==> src/tlvd_pkg.sv <==
// ----------------------------------------------------------------------------
// TLV stream deframer package
// Shared constants and the state and result types of the deframer.
// ----------------------------------------------------------------------------
package tlvd_pkg;

  // Header layout: a 4-byte length followed by a 4-byte type, little-endian.
  localparam int unsigned HEADER_BYTES = 8;
  localparam int unsigned LEN_BYTES    = 4;
  localparam int unsigned HDR_CNT_W    = $clog2(HEADER_BYTES);

  localparam logic [HDR_CNT_W-1:0] HDR_LAST_POS = HDR_CNT_W'(HEADER_BYTES - 1);

  // Parsing state carried from one byte to the next.
  typedef struct packed {
    logic                 in_payload;
    logic [HDR_CNT_W-1:0] header_count;
    logic [31:0]          length_value;
    logic [31:0]          type_value;
    logic [31:0]          bytes_remaining;
    logic                 payload_started;
  } tlvd_state_t;

  // One result item, with a flag telling whether the byte produced one.
  typedef struct packed {
    logic        valid;
    logic        is_empty_message;
    logic [31:0] message_type;
    logic [7:0]  payload_byte;
    logic        first_of_message;
    logic        last_of_message;
  } tlvd_result_t;

  localparam tlvd_state_t STATE_RESET = '{
    in_payload:      1'b0,
    header_count:    '0,
    length_value:    32'd0,
    type_value:      32'd0,
    bytes_remaining: 32'd0,
    payload_started: 1'b0
  };

endpackage

==> src/tlvd_parser.sv <==
// ----------------------------------------------------------------------------
// TLV stream deframer byte parser
// Works out the next parsing state and the result for one received byte.
// ----------------------------------------------------------------------------
module tlvd_parser (
  input  tlvd_pkg::tlvd_state_t  state,
  input  logic [7:0]             data_byte,
  output tlvd_pkg::tlvd_state_t  state_nxt,
  output tlvd_pkg::tlvd_result_t result
);

  logic [tlvd_pkg::HDR_CNT_W-1:0] pos;
  logic [31:0]                    len_base;
  logic [31:0]                    typ_base;
  logic                           last_byte;

  assign pos = state.header_count;

  // Header assembly: clear on the first header byte, then place each byte
  // at its little-endian position in the length or the type.
  always_comb begin
    len_base = (pos == '0) ? 32'd0 : state.length_value;
    typ_base = (pos == '0) ? 32'd0 : state.type_value;
    if (32'(pos) < tlvd_pkg::LEN_BYTES) begin
      len_base[{pos[1:0], 3'b000} +: 8] = len_base[{pos[1:0], 3'b000} +: 8] | data_byte;
    end else begin
      typ_base[{pos[1:0], 3'b000} +: 8] = typ_base[{pos[1:0], 3'b000} +: 8] | data_byte;
    end
  end

  // A payload byte is the last one when at most one remains.
  assign last_byte = (state.bytes_remaining <= 32'd1);

  // Next state and result selection.
  always_comb begin
    state_nxt = state;
    result    = '0;
    if (!state.in_payload) begin
      state_nxt.length_value = len_base;
      state_nxt.type_value   = typ_base;
      if (pos != tlvd_pkg::HDR_LAST_POS) begin
        state_nxt.header_count = pos + 1'b1;
      end else begin
        state_nxt.header_count = '0;
        if (len_base == 32'd0) begin
          // Zero-length message: a single empty-message result.
          result.valid            = 1'b1;
          result.is_empty_message = 1'b1;
          result.message_type     = typ_base;
          result.first_of_message = 1'b1;
          result.last_of_message  = 1'b1;
        end else begin
          state_nxt.in_payload      = 1'b1;
          state_nxt.bytes_remaining = len_base;
          state_nxt.payload_started = 1'b0;
        end
      end
    end else begin
      result.valid            = 1'b1;
      result.message_type     = state.type_value;
      result.payload_byte     = data_byte;
      result.first_of_message = !state.payload_started;
      result.last_of_message  = last_byte;
      state_nxt.payload_started = 1'b1;
      if (last_byte) begin
        state_nxt.bytes_remaining = 32'd0;
        state_nxt.in_payload      = 1'b0;
        state_nxt.payload_started = 1'b0;
        state_nxt.header_count    = '0;
      end else begin
        state_nxt.bytes_remaining = state.bytes_remaining - 32'd1;
      end
    end
  end

endmodule

==> src/tlv_stream_deframer.sv <==
// ----------------------------------------------------------------------------
// TLV stream deframer
// Splits a byte stream of length/type/payload messages into payload bytes
// tagged with the message type and first/last markers.
// ----------------------------------------------------------------------------
//
//   Channel | Direction | Handshake          | Payload
//   --------+-----------+--------------------+---------------------------------
//   in_     | input     | in_valid/in_ready  | in_data_byte
//   out_    | output    | out_valid/out_ready| out_is_empty_message,
//           |           |                    | out_message_type, out_payload_byte,
//           |           |                    | out_first_of_message,
//           |           |                    | out_last_of_message
//
// One byte is accepted per clock cycle while the output register is free or
// being emptied; its result, if any, appears in the output register on the next
// cycle. The parse from the state registers into the output register is combinational.
// Synchronous active-low reset returns the parser to expecting a header.
// While the output register holds a result that is not taken, input transfers
// stop; they resume in the cycle the result is transferred.
// ----------------------------------------------------------------------------
module tlv_stream_deframer (
  input  logic        clk,
  input  logic        rst_n,
  input  logic        in_valid,
  output logic        in_ready,
  input  logic [7:0]  in_data_byte,
  output logic        out_valid,
  input  logic        out_ready,
  output logic        out_is_empty_message,
  output logic [31:0] out_message_type,
  output logic [7:0]  out_payload_byte,
  output logic        out_first_of_message,
  output logic        out_last_of_message
);

  tlvd_pkg::tlvd_state_t  state_r;
  tlvd_pkg::tlvd_state_t  state_nxt;
  tlvd_pkg::tlvd_result_t result;
  logic                   out_valid_r;
  logic                   out_empty_r;
  logic [31:0]            out_type_r;
  logic [7:0]             out_byte_r;
  logic                   out_first_r;
  logic                   out_last_r;
  logic                   in_xfer;

  // Accept whenever the output register is free or being emptied.
  assign in_ready = !out_valid_r || out_ready;
  assign in_xfer  = in_valid && in_ready;

  // Per-byte parse.
  tlvd_parser u_parser (
    .state     (state_r),
    .data_byte (in_data_byte),
    .state_nxt (state_nxt),
    .result    (result)
  );

  // Parsing state advances on each input transfer.
  always_ff @(posedge clk) begin
    if (!rst_n) begin
      state_r <= tlvd_pkg::STATE_RESET;
    end else if (in_xfer) begin
      state_r <= state_nxt;
    end
  end

  // Output valid flag.
  always_ff @(posedge clk) begin
    if (!rst_n) begin
      out_valid_r <= 1'b0;
    end else if (in_xfer) begin
      out_valid_r <= result.valid;
    end else if (out_ready) begin
      out_valid_r <= 1'b0;
    end
  end

  // Output payload register, loaded when a transfer yields a result.
  always_ff @(posedge clk) begin
    if (in_xfer && result.valid) begin
      out_empty_r <= result.is_empty_message;
      out_type_r  <= result.message_type;
      out_byte_r  <= result.payload_byte;
      out_first_r <= result.first_of_message;
      out_last_r  <= result.last_of_message;
    end
  end

  assign out_valid            = out_valid_r;
  assign out_is_empty_message = out_empty_r;
  assign out_message_type     = out_type_r;
  assign out_payload_byte     = out_byte_r;
  assign out_first_of_message = out_first_r;
  assign out_last_of_message  = out_last_r;

endmodule

==> config.mk <==
export PLATFORM = sky130hd
export DESIGN_NAME = tlv_stream_deframer
export DESIGN_NICKNAME = d
export VERILOG_FILES = /design/src/tlvd_pkg.sv /design/src/tlvd_parser.sv /design/src/tlv_stream_deframer.sv
export SDC_FILE = /design/constraint.sdc
export NUM_CORES = 1
export LEC_CHECK = 0
export ABC_AREA = 1
export ABC_CLOCK_PERIOD_IN_PS = 6200
export BUFFER_PORTS_ARGS = -buffer_cell sky130_fd_sc_hd__clkbuf_2
export CAP_MARGIN = 20
export CORE_AREA = 2 2 156 158
export DETAILED_ROUTE_END_ITERATION = 6
export DIE_AREA = 0 0 158 160
export GPL_ROUTABILITY_DRIVEN = 0
export PLACE_DENSITY = 0.7
export RECOVER_POWER = 50
export SETUP_SLACK_MARGIN = 0.3
export SYNTH_ARGS = -nofsm -noshare
export SYNTH_HDL_FRONTEND = slang
export SYNTH_HIERARCHICAL = 1
export SYNTH_SLANG_ARGS = --single-unit
==> constraint.sdc <==
create_clock -name clk -period 6.2 [get_ports clk]
set_input_delay 0.93 -clock clk [delete_from_list [all_inputs] [get_ports clk]]
set_output_delay 0.93 -clock clk [all_outputs]
set_load 0.1 [all_outputs]
# After elaboration in Yosys (flattened, before gate mapping)
# Index checks and enable logic that the tools add are counted.
[totals]
reg_bits = 145
latch_bits = 0
ram_bits = 0
romBits = 0
inputBits = 12
out_inout_bits = 45
wordCells = 66
memories = 0
[classes]
add_sub_neg = 3
mul = 0
div = 0
magnitude_cmp = 2
n_eq_ne = 4
n_shift = 5
muxes = 25
n_bitwise = 3
n_reduce_logical = 12
[op_table]
columns = ["cell", "count"]
rows = [
  ["$mux 32", 6],
  ["$mux 33", 3],
  ["$mux 34", 2],
  ["$bwmux 32", 2],
  ["$shiftx 32x6->8", 2],
  ["$shiftx 8x7->32", 2],
  ["$le 32x1->1 const B", 1],
  ["$logic_not 32->1", 1],
  ["$shift 8x7->32 const A", 1],
  ["$sub 32x1->32 const B", 1],
  ["$or 8x8->8", 2],
  ["$mux 4", 2],
  ["$neg 5->7", 1],
  ["$mux 1", 6],
  ["$mux 2", 3],
  ["$ne 2x2->1 const B", 2],
  ["$reduce_and 2->1", 2],
  ["$add 3x1->3 const B", 1],
  ["$logic_not 3->1", 1],
  ["$lt 3x3->1 const B", 1],
  ["$mux 3", 1],
  ["$ne 3x3->1 const B", 1],
  ["$reduce_and 3->1", 1],
  ["$logic_and 1x1->1", 2],
  ["other kinds (6)", 7],
]

# Depth between registers and ports, before layout
# Gate-level depths: netlist (run 1).
[logic_depth]
word_depth = 12
mapped_depth = 29
depth_no_buf = 23

# Modules after synthesis
# The synthesis (run 1) kept the hierarchy.
[by_module_without_submodules]
columns = ["mod", "n_inst", "cells_per_inst", "area_each_um2", "seq_area_each_um2"]
rows = [
  ["tlv_stream_deframer", 1, 715, 5894.4, 3333.2],
  ["tlvd_parser", 1, 1000, 4603.2, 0.0],
]

# Worst setup path before layout (run 1)
# OpenSTA, ideal clock, no wires.
[synth_timing]
kind = "reg2reg"
from = "register state_r[97] (netlist name)"
to = "register out_first_r, in the netlist out_first_of_message (enable)"
setup_ns = 0.443
t_arrival_ns = 4.904
required_ns = 5.757
setup_slack_ns = 0.853
stages_incl_launch_ff = 22
n_path_buf = 5
period_less_slack_ns = 5.347
cell_sequence = "dfxtp_1 > buf_2 > inv_2 > clkbuf_1 > clkbuf_1 > clkbuf_1 > ha_1 > nand2_2 > buf_2 > nand3_1 > nand3_1 > nand2_1 > nand2_1 > a22oi_1 > nand2_1 > nor2_1 > nand2_1 > nor2_2 > nand3_4 > o21ai_4 > inv_1 > nor2_1"
[synth_rtl]
columns = ["item", "line_no", "source"]
rows = [
  ["start: declaration", "tlv_stream_deframer.sv:37", "tlvd_pkg::tlvd_state_t state_r;"],
  ["start signal: assignment", "tlv_stream_deframer.sv:63", "state_r <= tlvd_pkg::STATE_RESET;"],
  ["start signal: assignment", "tlv_stream_deframer.sv:65", "state_r <= state_nxt;"],
  ["end signal: assignment", "tlv_stream_deframer.sv:86", "out_first_r <= result.first_of_message;"],
  ["end: declaration", "tlv_stream_deframer.sv:44", "logic out_first_r;"],
]

==> results of run 1 <==
## synth_stat cells
cell | instances | area, µm²
nand2_1 | 355 | 1330
inv_1 | 287 | 1080
nand3_1 | 277 | 1390
nor2_1 | 202 | 758
a21oi_1 | 118 | 591
dfxtp_1 | 102 | 2040
o21ai_0 | 89 | 445
buf_2 | 53 | 265
edfxtp_1 | 43 | 1290
clkbuf_1 | 32 | 120
a22oi_1 | 26 | 195
buf_6 | 18 | 203
nand4_1 | 18 | 113
nor3_1 | 13 | 65.1
xor2_1 | 12 | 105
nor2_2 | 11 | 68.8
o211ai_1 | 10 | 75.1
buf_1 | 8 | 30.0
ha_1 | 8 | 100
o31ai_1 | 7 | 52.6
inv_2 | 5 | 18.8
buf_4 | 3 | 22.5
clkinv_1 | 3 | 11.3
or2_2 | 3 | 18.8
a21o_1 | 2 | 15.0
nand2_2 | 2 | 12.5
nor4_1 | 2 | 12.5
a31oi_1 | 1 | 6.26
nand2_4 | 1 | 11.3
nand3_4 | 1 | 17.5
nor3_2 | 1 | 10.0
o21ai_4 | 1 | 16.3
o32ai_1 | 1 | 8.76
## cell families after synthesis
group | synth area share
buffers and inverters | 0.167
and+or+nand+nor | 0.363
adders and majority gates | 0.00954
DFF | 0.318
xor gates and xnor gates | 0.0100
AOI/OAI and AO/OA | 0.134
## cell usage in the layout (no fill, tap or decap), drive strengths merged
cell	synthesis	layout
a21o	2	2
a21oi	118	118
a22oi	26	26
a31oi	1	1
buf	82	10
bufinv	0	2
clkbuf	32	79
clkinv	3	6
clkinvlp	0	3
dfxtp	102	102
edfxtp	43	43
ha	8	8
inv	292	296
nand2	358	358
nand3	278	278
nand4	18	18
nor2	213	213
nor3	14	14
nor4	2	2
o211ai	10	10
o21ai	90	90
o31ai	7	7
o32ai	1	1
or2	3	3
xor2	12	12
## final timing paths
kind	from	endpoint	slack, ns	depth (start not counted)
setup / recovery	state_r[98]$_SDFFE_PN0P_	state_r[5]$_SDFFE_PN0P_	0.99	23
hold / removal	state_r[45]$_SDFFE_PN0P_	state_r[45]$_SDFFE_PN0P_	0.48	2
setup reg to reg	state_r[98]$_SDFFE_PN0P_	state_r[5]$_SDFFE_PN0P_	0.99	23
hold reg to reg	state_r[45]$_SDFFE_PN0P_	state_r[45]$_SDFFE_PN0P_	0.48	2
## final cells by class
cell class	count	share of cell area
Multi-Input combinational cell	1161	0.484
Sequential cell	145	0.297
Inverter	295	0.0987
Clock buffer	20	0.0407
Tap cell	324	0.0361
Timing Repair Buffer	69	0.0296
Clock inverter	12	0.0135
## layer usage
layer	vias up	part of all wire
li1	5411	-
met1	4879	0.43
met2	413	0.47
met3	68	0.067
met4	0	0.031
met5	-	0
## registers in the layout, summed over array words and instances, names as in the netlist
name,flops
state_r,101
out_first_of_message,1
out_payload_byte,8
out_last_of_message,1
out_is_empty_message,1
out_valid,1
out_message_type,32
## metrics by stage
step / instances / area, µm² / utilization / hold slack (ns)
6_report: 2026 / 11200 / 0.471 / 0.483
5_1_grt: 2026 / 11200 / 0.471 / 0.503
4_1_cts: 2025 / 11300 / 0.473 / 0.486
3_5_place_dp: 1993 / 10700 / 0.447 / 0.470
3_3_place_gp: 1993 / 10700 / 0.447 / 0.464
2_1_floorplan: 1715 / 10500 / - / 0.452
## critical path, cell delays in order (launching register included)
cell and delay, ns:
dfxtp_1 0.44, clkinv_1 0.08, buf_4 0.30, ha_1 0.27, nand2_2 0.56, clkbuf_1 0.37
inv_1 0.66, nor2_1 0.10, inv_1 0.09, nand2_1 0.09, nor2_1 0.11, nand2_1 0.06
nor2_1 0.10, nand2_1 0.08, nor2_2 0.12, nand3_4 0.35, nand2_2 0.67, nand2_1 0.11
nand3_1 0.10, nand2_1 0.05, inv_1 0.05, nand3_1 0.06, nand2_1 0.16, nor2_1 0.05
## power breakdown
group / switching (mW) / internal (mW)
sequential: 0.0553 / 1.04
clock: 0.445 / 0.623
combinational: 0.512 / 0.209
==> run_results.csv, run 1 <==
group,metric,value,unit
global_route,gr-total-overflow,0,
global_route,grt.busiest_layer,"met2",
route,wirelength,28800,µm
status,violations,"max-capacitance violations, max-slew violations",
global_route,grt.total_usage,0.227,
cts,clock_path_buffers,2,
synthesis,syn_area_per_cell,6.12,µm²
timing,final.setup.worst_slack,0.991,ns
power_and_ir_drop,leakagePower,5.16,nW
timing,tightest_slew,3.63,ns
cts,cts-htree-levels,4,
die,initial_core_util,0.441,
route,drc,0,
final_layout,n_antenna_cell,0,
die,coreArea,23800,µm²
timing,rsz0062_at_grt,"false",
final_layout,drive_gt1_frac,0.0447,
global_route,use_met2,0.370,
die,die_w,158,µm
route,drtIter0Drc,938,
cts,cts_setup_buffers,0,
min_path,min_path_type,"reg -> reg",
final_layout,final_nets,1709,
worst_setup_path,crit_type,"reg -> reg",
global_route,grt_pass1_wl,46700,µm
place,dp_hpwl,18600,µm
final_layout,nFillCells,2585,
worst_setup_path,cp-start-kind,"flip-flop",
global_route,grt_use_met1,0.299,
timing,hold_violations,0,
cts,clk_pin_slew,0.06,ns
route,vias_per_cell,5.32,
cts,clockRootBuffer,"clkbuf_16",
worst_setup_path,critPathRequiredTime,6.51,ns
worst_setup_path,arrival,5.52,ns
timing,post-route-period-util,0.840,
synthesis,yosysSeqAreaShare,0.318,
power_and_ir_drop,power_density,257,nW/µm²
final_layout,syn_to_final_growth,6.87,%
synthesis,syn_inst,1715,
timing,finClkSkew,0.0111,ns
final_layout,seqCellArea,3330,µm²
flow_run,cap_violations,2,
route,antenna_left,0,
global_route,met3_usage,0.0358,
cts,cts_tree,"done",
synthesis,ys_types,33,
timing,slew_viol_final,123,
timing,setup_violations,0,
die,ios,57,
status,status,"complete, but fails checks",
route,avgRoutedWirePerCell,14.2,µm
timing,fmax,192,MHz
synthesis,yosysWarnings,6,
worst_setup_path,path_max_fanout,57,
timing,period_minus_slack,5.21,ns
timing,relSlewSlack,-1.42,
final_layout,multiInputGateArea,5430,µm²
place,place_ws,1.42,ns
route,via_count,10800,
global_route,grt_max_degree,124,
worst_setup_path,crit_path_end_kind,"flip-flop",
power_and_ir_drop,ir_drop,0.000147,V
die,die_height,160,µm
synthesis,syn_nets,1735,
die,dieArea,25300,µm²
global_route,grt_pass1_vias,9383,
cts,clkLatencyLatePin,0.43,ns
route,firstDrtPassIters,6,
synthesis,ys_seq_elements,145,
cts,cts_hold_buf,0,
place,portBuffers,56,
cts,cts.sinks,145,
power_and_ir_drop,power,2.88,mW
cts,cts_buffers,17,
timing,setup_tns,0,ns
cts,cts_resized,0,
global_route,antenna_found_initial,0,
die,rows,57,
synthesis,synth_area,10500,µm²
Note: power is estimated with default switching activity, not from simulation.
==> inputs of run 2 (changes only) <==
- ABC_CLOCK_PERIOD_IN_PS: 6200 -> 4700
- PLACE_DENSITY: 0.7 -> 0.73
- clock period: 6.2 -> 4.7 ns (I/O delays scaled with it)
==> run_results.csv, run 2 (synthesis gave the netlist of run 1 again) <==
group,metric,value,unit
worst_setup_path,slowest_delay,0.70,ns
cts,cts_buffers,17,
worst_setup_path,path_buf_inv,4,
power_and_ir_drop,ir_drop,0.000226,V
place,dp_cells,1994,
flow_run,cap_violations,1,
final_layout,instances_no_fill,2027,
final_layout,largest-register,"state_r",
timing,rsz0062_at_grt,"false",
timing,period_minus_slack,4.12,ns
worst_setup_path,reg2reg_slack,0.58,ns
worst_setup_path,crit_path_end_kind,"flip-flop",
cts,cts_hold_buf,0,
die,dieArea,25300,µm²
timing,slew_viol_final,43,
cts,clkLatencyLatePin,0.44,ns
worst_setup_path,worstRegToRegCells,13,
die,die_w,158,µm
worst_setup_path,cp-start-kind,"flip-flop",
worst_setup_path,cp.depth,13,
cts,clockRootBuffer,"clkbuf_16",
route,avgRoutedWirePerCell,14.1,µm
worst_setup_path,cp_slowest_cell,"nor3_1",
route,wirelength,28600,µm
final_layout,mostFrequentLayoutCells,"nand2_1, inv_1, nand3_1",
final_layout,final_nets,1710,
global_route,antenna_found_initial,0,
min_path,holdPathEnd,"state_r[60]$_SDFFE_PN0P_",
min_path,holdCritStartpoint,"state_r[60]$_SDFFE_PN0P_",
global_route,grt_max_degree,105,
place,dp_hpwl,18700,µm
timing,hold_violations,0,
die,ios,57,
global_route,grt_pass1_wl,46500,µm
place,portBuffers,56,
cts,clock_path_buffers,2,
worst_setup_path,r2r-end,"out_message_type[4]$_DFFE_PP_",
global_route,gr-total-overflow,0,
status,status,"complete, but fails checks",
timing,setup_violations,0,
status,violations,"max-capacitance violations, max-slew violations",
power_and_ir_drop,leakagePower,5.19,nW
timing,relSlewSlack,-0.199,
final_layout,syn_to_final_growth,7.10,%
final_layout,drive_gt1_frac,0.0470,
worst_setup_path,crit_path_start,"state_r[98]$_SDFFE_PN0P_",
global_route,grt.total_usage,0.225,
timing,hold_slack,0.483,ns
route,drtIter0Drc,1152,
min_path,holdPathStages,2,
min_path,min_path_type,"reg -> reg",
die,coreArea,23800,µm²
power_and_ir_drop,power,3.79,mW
die,die_height,160,µm
route,vias_per_cell,5.32,
timing,post-route-period-util,0.876,
cts,cts_tree,"done",
timing,fmax,243,MHz
power_and_ir_drop,power_density,337,nW/µm²
final_layout,nFillCells,2497,
timing,tightest_slew,1.80,ns
cts,cts.sinks,145,
final_layout,layout_commonest_cell,"nand2_1",
global_route,grt_pass1_vias,9336,
place,place_ws,0.445,ns
worst_setup_path,critPathRequiredTime,4.84,ns
worst_setup_path,path_delay_family,"simple AND/OR/NAND/NOR gates",
route,drc,0,
die,rows,57,
route,via_count,10800,
worst_setup_path,crit-reg2reg-launch,"state_r[98]$_SDFFE_PN0P_",
final_layout,largest_register_ffs,101,
route,antenna_left,0,
route,firstDrtPassIters,6,
worst_setup_path,path_max_fanout,35,
final_layout,n_antenna_cell,0,
cts,cts-htree-levels,4,
cts,clk_pin_slew,0.07,ns
worst_setup_path,crit_type,"reg -> reg",
die,initial_core_util,0.441,
timing,finClkSkew,0.0140,ns
worst_setup_path,cp_cell_sequence,"clkinv_1, ha_1, inv_1, nor3_1, inv_1, o21ai_0, nor2_1, nand3_1, nor2_2, nand3_4, o21ai_4, inv_2, nor2_1",
worst_setup_path,arrival,4.26,ns
timing,setup_tns,0,ns
timing,final.setup.worst_slack,0.581,ns
-- run 2: cell types whose count changed in the layout (fill, tap and decap cells not counted), sizes merged --
cell      change
buf           +4
clkbuf        -5
inv           +6
bufinv        -1
clkinvlp      -3
-- run 2: power breakdown --
| part | switching, mW | internal (mW) |
|---|---|---|
| logic | 0.662 | 0.276 |
| registers | 0.0823 | 1.37 |
| clock network | 0.629 | 0.773 |
-- run 2: tightest hold or removal path: stages, from the launching register on --
cell and delay, ns:
dfxtp_1 0.33, a21oi_1 0.04, nor2_1 0.08
-- run 2: through the flow --
| stage | area [µm²] | util |
|---|---|---|
| final | 11200 | 0.472 |
| after global routing | 11200 | 0.472 |
| after detailed placement | 10700 | 0.448 |
| after global placement | 10700 | 0.448 |
| after floorplan | 10500 | - |
| after CTS | 11300 | 0.473 |
-- run 2: layout make-up --
class / count / area, µm² / share of cell area
clock inverters: 14 / 161 / 0.0144
repair buffers: 70 / 354 / 0.0315
clock buffers: 18 / 439 / 0.0391
well taps: 324 / 405 / 0.0361
inverters: 295 / 1110 / 0.0985
flip-flops and latches: 145 / 3330 / 0.296
multi-input cells: 1161 / 5440 / 0.484
-- run 2: how the worst max path moves through the flow --
| stage | endpoint | slack, ns |
|---|---|---|
| 2_1_floorplan | out_first_of_message$_DFFE_PP_ | 0.52 |
| 3_3_place_gp | state_r[17]$_SDFFE_PN0P_ | 0.54 |
| 3_5_place_dp | state_r[7]$_SDFFE_PN0P_ | 0.44 |
| 6_report | out_message_type[4]$_DFFE_PP_ | 0.58 |
| 5_1_grt | state_r[6]$_SDFFE_PN0P_ | 0.24 |
| 4_1_cts | state_r[7]$_SDFFE_PN0P_ | 0.41 |
-- run 2: timing repair --
item / CTS / global route
buffers inserted: 0 / 0
resized for setup: 0 / 4
endpoints found under the setup margin: 0 / 110
hold endpoints to repair: 0 / 0
-- run 2: layer usage --
| layer | up-vias | share of wire | track usage |
|---|---|---|---|
| li1 | 5410 | - | - |
| met1 | 4883 | 0.44 | 0.301 |
| met2 | 425 | 0.47 | 0.363 |
| met3 | 69 | 0.066 | 0.0385 |
| met4 | 0 | 0.028 | 0.0860 |
| met5 | - | 0 | 0 |
